$ cat src/hdl/rld_pkg.sv
// Shared types, constants and arithmetic helpers for the rational lens distortion block.
// Depends on nothing; every other file imports it.
`default_nettype none
package rld_pkg;

   localparam int CoordWidth = 32;
   localparam int CoefWidth  = 32;
   localparam int IntWidth   = 41;
   localparam int NumRegs    = 8;
   localparam int CsrIdxWidth = 3;

   // Gain divider: quotient bits and pipeline depth (input register, steps, output).
   localparam int DivQBits = 64;
   localparam int DivLat   = DivQBits + 2;

   // Saturation magnitude of the internal values: 2^39 - 1.
   localparam logic signed [IntWidth-1:0] SatMax = 41'sh7F_FFFF_FFFF;
   localparam logic signed [IntWidth-1:0] OneQ24 = 41'sh00_0100_0000;

   // Register indexes on the configuration port.
   typedef enum logic [CsrIdxWidth-1:0] {
      REG_K1 = 3'd0, REG_K2 = 3'd1, REG_K3 = 3'd2, REG_K4 = 3'd3,
      REG_K5 = 3'd4, REG_K6 = 3'd5, REG_P1 = 3'd6, REG_P2 = 3'd7
   } reg_idx_type;

   typedef struct packed {
      logic signed [CoefWidth-1:0] k1;
      logic signed [CoefWidth-1:0] k2;
      logic signed [CoefWidth-1:0] k3;
      logic signed [CoefWidth-1:0] k4;
      logic signed [CoefWidth-1:0] k5;
      logic signed [CoefWidth-1:0] k6;
      logic signed [CoefWidth-1:0] p1;
      logic signed [CoefWidth-1:0] p2;
   } coef_type;

   // Saturate a value to magnitude SatMax.
   function automatic logic signed [IntWidth-1:0] sat_m(
      input logic signed [IntWidth+1:0] v, output logic ovf);
      logic signed [IntWidth+1:0] lim;
      lim = {{2{SatMax[IntWidth-1]}}, SatMax};
      ovf = (v > lim) || (v < -lim);
      if (v > lim) sat_m = SatMax;
      else if (v < -lim) sat_m = -SatMax;
      else sat_m = v[IntWidth-1:0];
   endfunction

   // Post-process an exact product: divide by 2^sh toward zero, saturate.
   function automatic logic signed [IntWidth-1:0] scale_prod(
      input logic signed [2*IntWidth-1:0] p, input int sh, output logic ovf);
      logic [2*IntWidth-1:0] m;
      logic [2*IntWidth-1:0] q;
      m = p[2*IntWidth-1] ? (~p + 1'b1) : p;
      q = m >> sh;
      ovf = (q > {{(IntWidth+1){1'b0}}, SatMax[IntWidth-2:0]});
      if (ovf) q = {{(IntWidth+1){1'b0}}, SatMax[IntWidth-2:0]};
      scale_prod = p[2*IntWidth-1] ? -$signed(q[IntWidth-1:0]) : $signed(q[IntWidth-1:0]);
   endfunction

endpackage
`default_nettype wire

$ cat src/hdl/rld_mul.sv
// Pipelined multiply unit: signed 41x41 product, divided by a power of two and saturated.
// Depends on rld_pkg. Two register stages: partial products, then sum and scaling.
`default_nettype none
module rld_mul
   import rld_pkg::*;
(
   input  wire logic                        clock,
   input  wire logic                        enable,
   input  wire logic                        shift28,
   input  wire logic signed [IntWidth-1:0]  a,
   input  wire logic signed [IntWidth-1:0]  b,
   output logic signed [IntWidth-1:0]       prod,
   output logic                             ovf
);
   logic [IntWidth-1:0] ma, mb;
   logic [2*IntWidth-1:0] pll_in, plh_in, phl_in, phh_in;
   logic [2*IntWidth-1:0] pll_ff, plh_ff, phl_ff, phh_ff;
   logic neg_ff, sh_ff;
   logic [2*IntWidth-1:0] sum;
   logic signed [2*IntWidth-1:0] sp;
   logic signed [IntWidth-1:0] prod_ff;
   logic ovf_ff, o;
   logic signed [IntWidth-1:0] r;

   // Magnitudes split into a 21-bit low and 20-bit high half.
   always_comb begin
      ma = a[IntWidth-1] ? (~a + 1'b1) : a;
      mb = b[IntWidth-1] ? (~b + 1'b1) : b;
      pll_in = {{(2*IntWidth-42){1'b0}}, {21'd0, ma[20:0]} * {21'd0, mb[20:0]}};
      plh_in = {{(2*IntWidth-42){1'b0}}, {21'd0, ma[20:0]} * {21'd0, mb[40:21]}} << 21;
      phl_in = {{(2*IntWidth-42){1'b0}}, {21'd0, ma[40:21]} * {21'd0, mb[20:0]}} << 21;
      phh_in = {{(2*IntWidth-42){1'b0}}, {21'd0, ma[40:21]} * {21'd0, mb[40:21]}} << 42;
   end

   always_ff @(posedge clock) begin
      if (enable) begin
         pll_ff <= pll_in;
         plh_ff <= plh_in;
         phl_ff <= phl_in;
         phh_ff <= phh_in;
         neg_ff <= a[IntWidth-1] ^ b[IntWidth-1];
         sh_ff  <= shift28;
      end
   end

   // Sum the partial products, restore the sign, scale and saturate.
   always_comb begin
      sum = pll_ff + plh_ff + phl_ff + phh_ff;
      sp = neg_ff ? -$signed(sum) : $signed(sum);
      r = scale_prod(sp, sh_ff ? 28 : 24, o);
   end

   always_ff @(posedge clock) begin
      if (enable) begin
         prod_ff <= r;
         ovf_ff  <= o;
      end
   end

   assign prod = prod_ff;
   assign ovf  = ovf_ff;
endmodule
`default_nettype wire

$ cat config.mk
export PLATFORM = sky130hd
export DESIGN_NAME = rld_mul
export DESIGN_NICKNAME = d
export VERILOG_FILES = /design/src/hdl/rld_pkg.sv /design/src/hdl/rld_mul.sv
export SDC_FILE = /design/constraint.sdc
export NUM_CORES = 2
export LEC_CHECK = 0
export CAP_MARGIN = 10
export CORE_MARGIN = 10
export CORE_UTILIZATION = 50
export CTS_CLUSTER_DIAMETER = 150
export CTS_CLUSTER_SIZE = 10
export DETAILED_ROUTE_END_ITERATION = 10
export DONT_BUFFER_PORTS = 1
export HOLD_SLACK_MARGIN = 0.12
export PLACE_DENSITY = 0.68
export SLEW_MARGIN = 20
export SYNTH_ARGS = -nofsm -noshare
export SYNTH_HDL_FRONTEND = slang
export SYNTH_SLANG_ARGS = --single-unit
$ cat constraint.sdc
create_clock -name clock -period 11.8 [get_ports clock]
set_input_delay 1.18 -clock clock [delete_from_list [all_inputs] [get_ports clock]]
set_output_delay 1.18 -clock clock [all_outputs]
set_load 0.05 [all_outputs]
Word level (Yosys, flattened, before mapping) --
Index checks and enable logic that the tools add are counted.
Operators by class: add/sub/neg operators 8, multiply operators 4, order comparisons 1, shifts and indexed selects 1, muxes and demuxes 7, bitwise logic cells 4
Operator list (number):
- 41-bit 2-to-1 mux | 4
- 82-bit 2-to-1 mux | 2
- 41-bit by 1-bit adder with 41-bit output (second input constant) | 2
- 64-bit by 82-bit adder with 82-bit output | 1
- 82-bit by 1-bit adder with 82-bit output (second input constant) | 1
- 82-bit by 39-bit greater-than comparator with 1-bit output (second input constant) | 1
- 82-bit negation | 1
- 41-bit inverter | 2
- 82-bit inverter | 1
- 82-bit by 5-bit right shift with 82-bit output | 1
- 63-bit by 62-bit adder with 64-bit output | 1
- 42-bit by 62-bit adder with 63-bit output | 1
- 21-bit by 21-bit multiplier with 42-bit output | 1
- 20-bit by 21-bit multiplier with 41-bit output | 1
- 21-bit by 20-bit multiplier with 41-bit output | 1
- 41-bit negation | 1
- 20-bit by 20-bit multiplier with 40-bit output | 1
- 3-bit 2-to-1 mux | 1
- 1-bit bitwise XOR | 1
Storage, ports and cells: bits in registers 208, input bits 85, output and inout bits 42, logic and storage cells 33

Logic depth before layout (Yosys ltp) --
depth after elaboration 13, gate-level depth with buffers 46, depth with buffers taken out 44

Worst setup path after synthesis --
Ideal clock, no wire load.
kind input port to flip-flop, from input port b[0], to register plh_ff[61], data pin, library setup time 260 ps, data arrival time 11113 ps, required time 11540 ps, setup slack 427 ps, stages on the path 42, path buffers 2, path through inv_1 clkbuf_1 ha_1 nand2_1 nor2_1 nand2_1 or4_1 or4_1 nand2b_1 or4_1 inv_1 nand2_1 or3_1 o31ai_1 xor2_1 clkbuf_1 nor2_1 fa_1 [... 6 more ...] fa_1 inv_1 fa_1 fa_1 ha_1 nand3_1 nor3_1 a2111oi_0 o31ai_1 o21ai_0 o221ai_1 nor4_1 nor3_1 nand4_1 a31o_2 o21bai_1 a21oi_1 xnor2_1
Between the ends: word-level cells in the longest chain between the ends 4
RTL lines:
- from (decl) | line rld_mul.sv:11 | input wire logic signed [IntWidth-1:0] b,
- 41-bit inverter | line rld_mul.sv:28 | mb = b[IntWidth-1] ? (~b + 1'b1) : b;
- 41-bit by 1-bit adder with 41-bit output | line rld_mul.sv:28
- 41-bit 2-to-1 mux | line rld_mul.sv:28
- 21-bit by 20-bit multiplier with 41-bit output | line rld_mul.sv:30 | plh_in = {{(2*IntWidth-42){1'b0}}, {21'd0, ma[20:0]} * {21'd0, mb[40:21]}} << 21;
- named net plh_in[61] | line rld_mul.sv:16 | logic [2*IntWidth-1:0] pll_in, plh_in, phl_in, phh_in;
- to (signal assigned) | line rld_mul.sv:38 | plh_ff <= plh_in;
- to (decl) | line rld_mul.sv:17 | logic [2*IntWidth-1:0] pll_ff, plh_ff, phl_ff, phh_ff;
The timed path passes the listed nets, and every way through them passes these cells. A chain may end at the register's enable or synchronous reset.

Final worst setup path --
from input port b[2], to register plh_ff[61], data pin
The elaborated chain is that of the path after synthesis.

==> metrics.json <==
{
  "cts_post_setup_buffers_inserted": 0,
  "layout_worst_path_cycle_share": 0.9597,
  "synth-seq-cells": 208,
  "synth_edf_count": 208,
  "cp-start-kind": "input port",
  "finalHoldViolCount": 0,
  "sequential_element_share_of_the_synthesized_area": 0.08622,
  "rows": 139,
  "yosys.cell_count.top_type": "sky130_fd_sc_hd__inv_1",
  "pin_count_of_the_biggest_net_entering_global_routing": 209,
  "skew_ns": 0.02294,
  "grt_pass1_vias": 61430,
  "final_report_max_slew_violation_count": 0,
  "crit_slowest_cell": "sky130_fd_sc_hd__or4_1",
  "ctsResizeCount": 0,
  "rsz_0062_raised_after_global_routing": "false",
  "post_synthesis_cell_area_mm2": 0.07244,
  "cts_root_buffer": "sky130_fd_sc_hd__clkbuf_16",
  "dp_hpwl_mm": 204.3,
  "place.port_buffers": 0,
  "detail_route.drc_violations": 0,
  "routed_via_density": 5.878,
  "worst_r2r_startpoint": "pll_ff[22]$_DFFE_PP_",
  "clock_sink_count": 208,
  "max-clock-path-buffers": 3,
  "yosys-top-cells-area": "sky130_fd_sc_hd__fa_1 (39%), sky130_fd_sc_hd__ha_1 (11%), sky130_fd_sc_hd__edfxtp_1 (8.6%)",
  "layout-area-overhead-vs-synth_pct": 7.261,
  "wl_per_cell_um": 23.98,
  "arrival_ns": 11.62,
  "initial_utilization": 0.5037,
  "global_placement_routability_congestion": 1.005,
  "routed-via-count": 60390,
  "layout.filler_cells": 13080,
  "grt_antenna_before_repair": 13,
  "synth_top_area_cell": "sky130_fd_sc_hd__fa_1",
  "multi_input_comb_area_mm2": 0.06011,
  "final-seq-area_mm2": 0.006246,
  "globalRouteTotalUtil": 0.3022,
  "finalCoreUtilization": 0.5402,
  "detail_route.iter0.violations": 5524,
  "maxClockFrequency_mhz": 88.30,
  "cts-hold-fix-buffers": 0,
  "wire_length_reported_by_the_detailed_router_mm": 246.4,
  "crit_path_max_fanout": 18,
  "worst_path_class_setup": "input port to flip-flop",
  "design.final.nets": 10500,
  "boundaryPins": 127,
  "core_mm2": 0.1438,
  "die_area_mm2": 0.1605,
  "worstSetupStartpoint": "b[2]",
  "first_pass_grt_wire_length_mm": 375.3,
  "ctsHtreeMaxLevel": 1,
  "netlist_top_cells_count": "sky130_fd_sc_hd__inv_1 (1477), sky130_fd_sc_hd__fa_1 (1396), sky130_fd_sc_hd__nand2_1 (1277)",
  "report.final.setup_viol": 0,
  "slew_headroom": 0.2003,
  "die_height_um": 400.6,
  "hold_path.class": "input port to flip-flop",
  "dieWidth_um": 400.6,
  "detail-route-antenna-nets": 0,
  "final.min_clock_period_ns": 11.32,
  "tritoncts.num_buffers": 24,
  "layout_cells_sized_above_1": 0.06810,
  "cp.required_ns": 12.10,
  "clock_tree_from_tritoncts": "yes",
  "insertion_delay_ns": 0.54,
  "max-cap-violations": 0,
  "holdWs_ns": 0.7402,
  "syn-num-nets": 10510,
  "synth_largest_type_area_fraction": 0.3858,
  "worst_slew_pin_slew_ns": 1.194,
  "critPathMaxStageDelay_ns": 0.57,
  "holdCritStartpoint": "shift28",
  "yosysWarnings": 0,
  "async_flop_share": 0,
  "dr.pass1.iters": 6,
  "synth_top_flop_cell": "sky130_fd_sc_hd__edfxtp_1",
  "globalRouteOverflowTotal": 0,
  "synth_area_per_cell_um2": 8.650,
  "cts.clk_slew.worst_paths_ns": 0.07,
  "worstSetupEndpointType": "flip-flop",
  "yosysUniqueCellTypes": 98,
  "result_of_the_run": "completed",
  "count_of_mapped_cells_out_of_synthesis": 8375
}
## routing by layer
metal | GRT usage | share of wire | up-vias
met5 | 0 | 0.000093 | -
met4 | 0.1268 | 0.054 | 4
met3 | 0.09050 | 0.12 | 602
met2 | 0.4658 | 0.43 | 3184
met1 | 0.3952 | 0.39 | 30080
li1 | - | - | 26520
## registers in the layout, indices dropped and copies added, names as in the netlist
register	count
neg_ff	1
ovf	1
phh_ff	40
phl_ff	41
plh_ff	41
pll_ff	42
prod	41
sh_ff	1
## cell families after synthesis
| group | count (synthesis) | share of synthesized area |
|---|---|---|
| and+or+nand+nor | 2846 | 0.1727 |
| adders and majority gates | 2046 | 0.4980 |
| buffers and inverters | 1870 | 0.09762 |
| AOI/OAI and AO/OA | 932 | 0.08715 |
| xor gates and xnor gates | 429 | 0.05187 |
| DFF | 208 | 0.08622 |
| muxes | 44 | 0.006373 |
## layout by cell type (no fill, tap or decap), types with 40 or more instances in the layout
master / count
sky130_fd_sc_hd__nand4_1: 62
sky130_fd_sc_hd__o31ai_1: 56
sky130_fd_sc_hd__nor3_1: 135
sky130_fd_sc_hd__nor2_1: 834
sky130_fd_sc_hd__a21o_1: 51
sky130_fd_sc_hd__xnor2_2: 47
sky130_fd_sc_hd__ha_1: 650
sky130_fd_sc_hd__and2_1: 51
sky130_fd_sc_hd__nor4_1: 46
sky130_fd_sc_hd__edfxtp_1: 208
sky130_fd_sc_hd__buf_4: 354
sky130_fd_sc_hd__a211oi_1: 40
sky130_fd_sc_hd__inv_1: 1477
sky130_fd_sc_hd__and3_1: 53
sky130_fd_sc_hd__o21ai_0: 185
sky130_fd_sc_hd__fa_1: 1396
sky130_fd_sc_hd__or3_1: 57
sky130_fd_sc_hd__nand2_1: 1276
sky130_fd_sc_hd__a21oi_1: 212
sky130_fd_sc_hd__nand3_1: 89
sky130_fd_sc_hd__o21a_1: 47
sky130_fd_sc_hd__xnor2_1: 199
sky130_fd_sc_hd__xor2_1: 133
sky130_fd_sc_hd__or4_1: 50
sky130_fd_sc_hd__a31oi_1: 44
## stage by stage
| step | setup slack [ns] | cell area [µm²] | TNS [ns] | std cells |
|---|---|---|---|---|
| 2_1_floorplan | 0.4274 | 72440 | 0 | 8375 |
| 3_3_place_gp | -0.1567 | 76990 | -0.2877 | 10250 |
| 3_5_place_dp | -0.1766 | 77020 | -0.3945 | 10250 |
| 4_1_cts | 0.3707 | 77650 | 0 | 10270 |
| 5_1_grt | 0.02545 | 77700 | 0 | 10270 |
| 6_report | 0.4753 | 77700 | 0 | 10280 |
## worst paths after layout
| check | slack [ns] | depth (start not counted) | to |
|---|---|---|---|
| min | 0.74 | 0 | sh_ff$_DFFE_PP_ |
| max | 0.48 | 44 | plh_ff[61]$_DFFE_PP_ |
| min reg2reg | 1.30 | 4 | prod[0]$_DFFE_PP_ |
| max reg2reg | 0.81 | 32 | prod[32]$_DFFE_PP_ |
## final cells by class
class / instances / area share
Antenna cell: 2 / 0.00006441
Clock buffer: 25 / 0.008051
Inverter: 1478 / 0.07140
Tap cell: 1903 / 0.03064
Multi-Input combinational cell: 6297 / 0.7735
Clock inverter: 1 / 0.00004831
Timing Repair Buffer: 361 / 0.03589
Sequential cell: 208 / 0.08038
## worst max-delay path: cells and delay by family
| kind | cells | cell delay, ns |
|---|---|---|
| simple gates | 12 | 3.46 |
| fa+ha+maj | 8 | 3.23 |
| compound gates | 12 | 2.34 |
| buf+inv | 10 | 1.06 |
| xor+xnor | 2 | 0.33 |
Power is not shown: default switching activity piles up to over one toggle a cycle in this logic, so the estimate is an artifact.
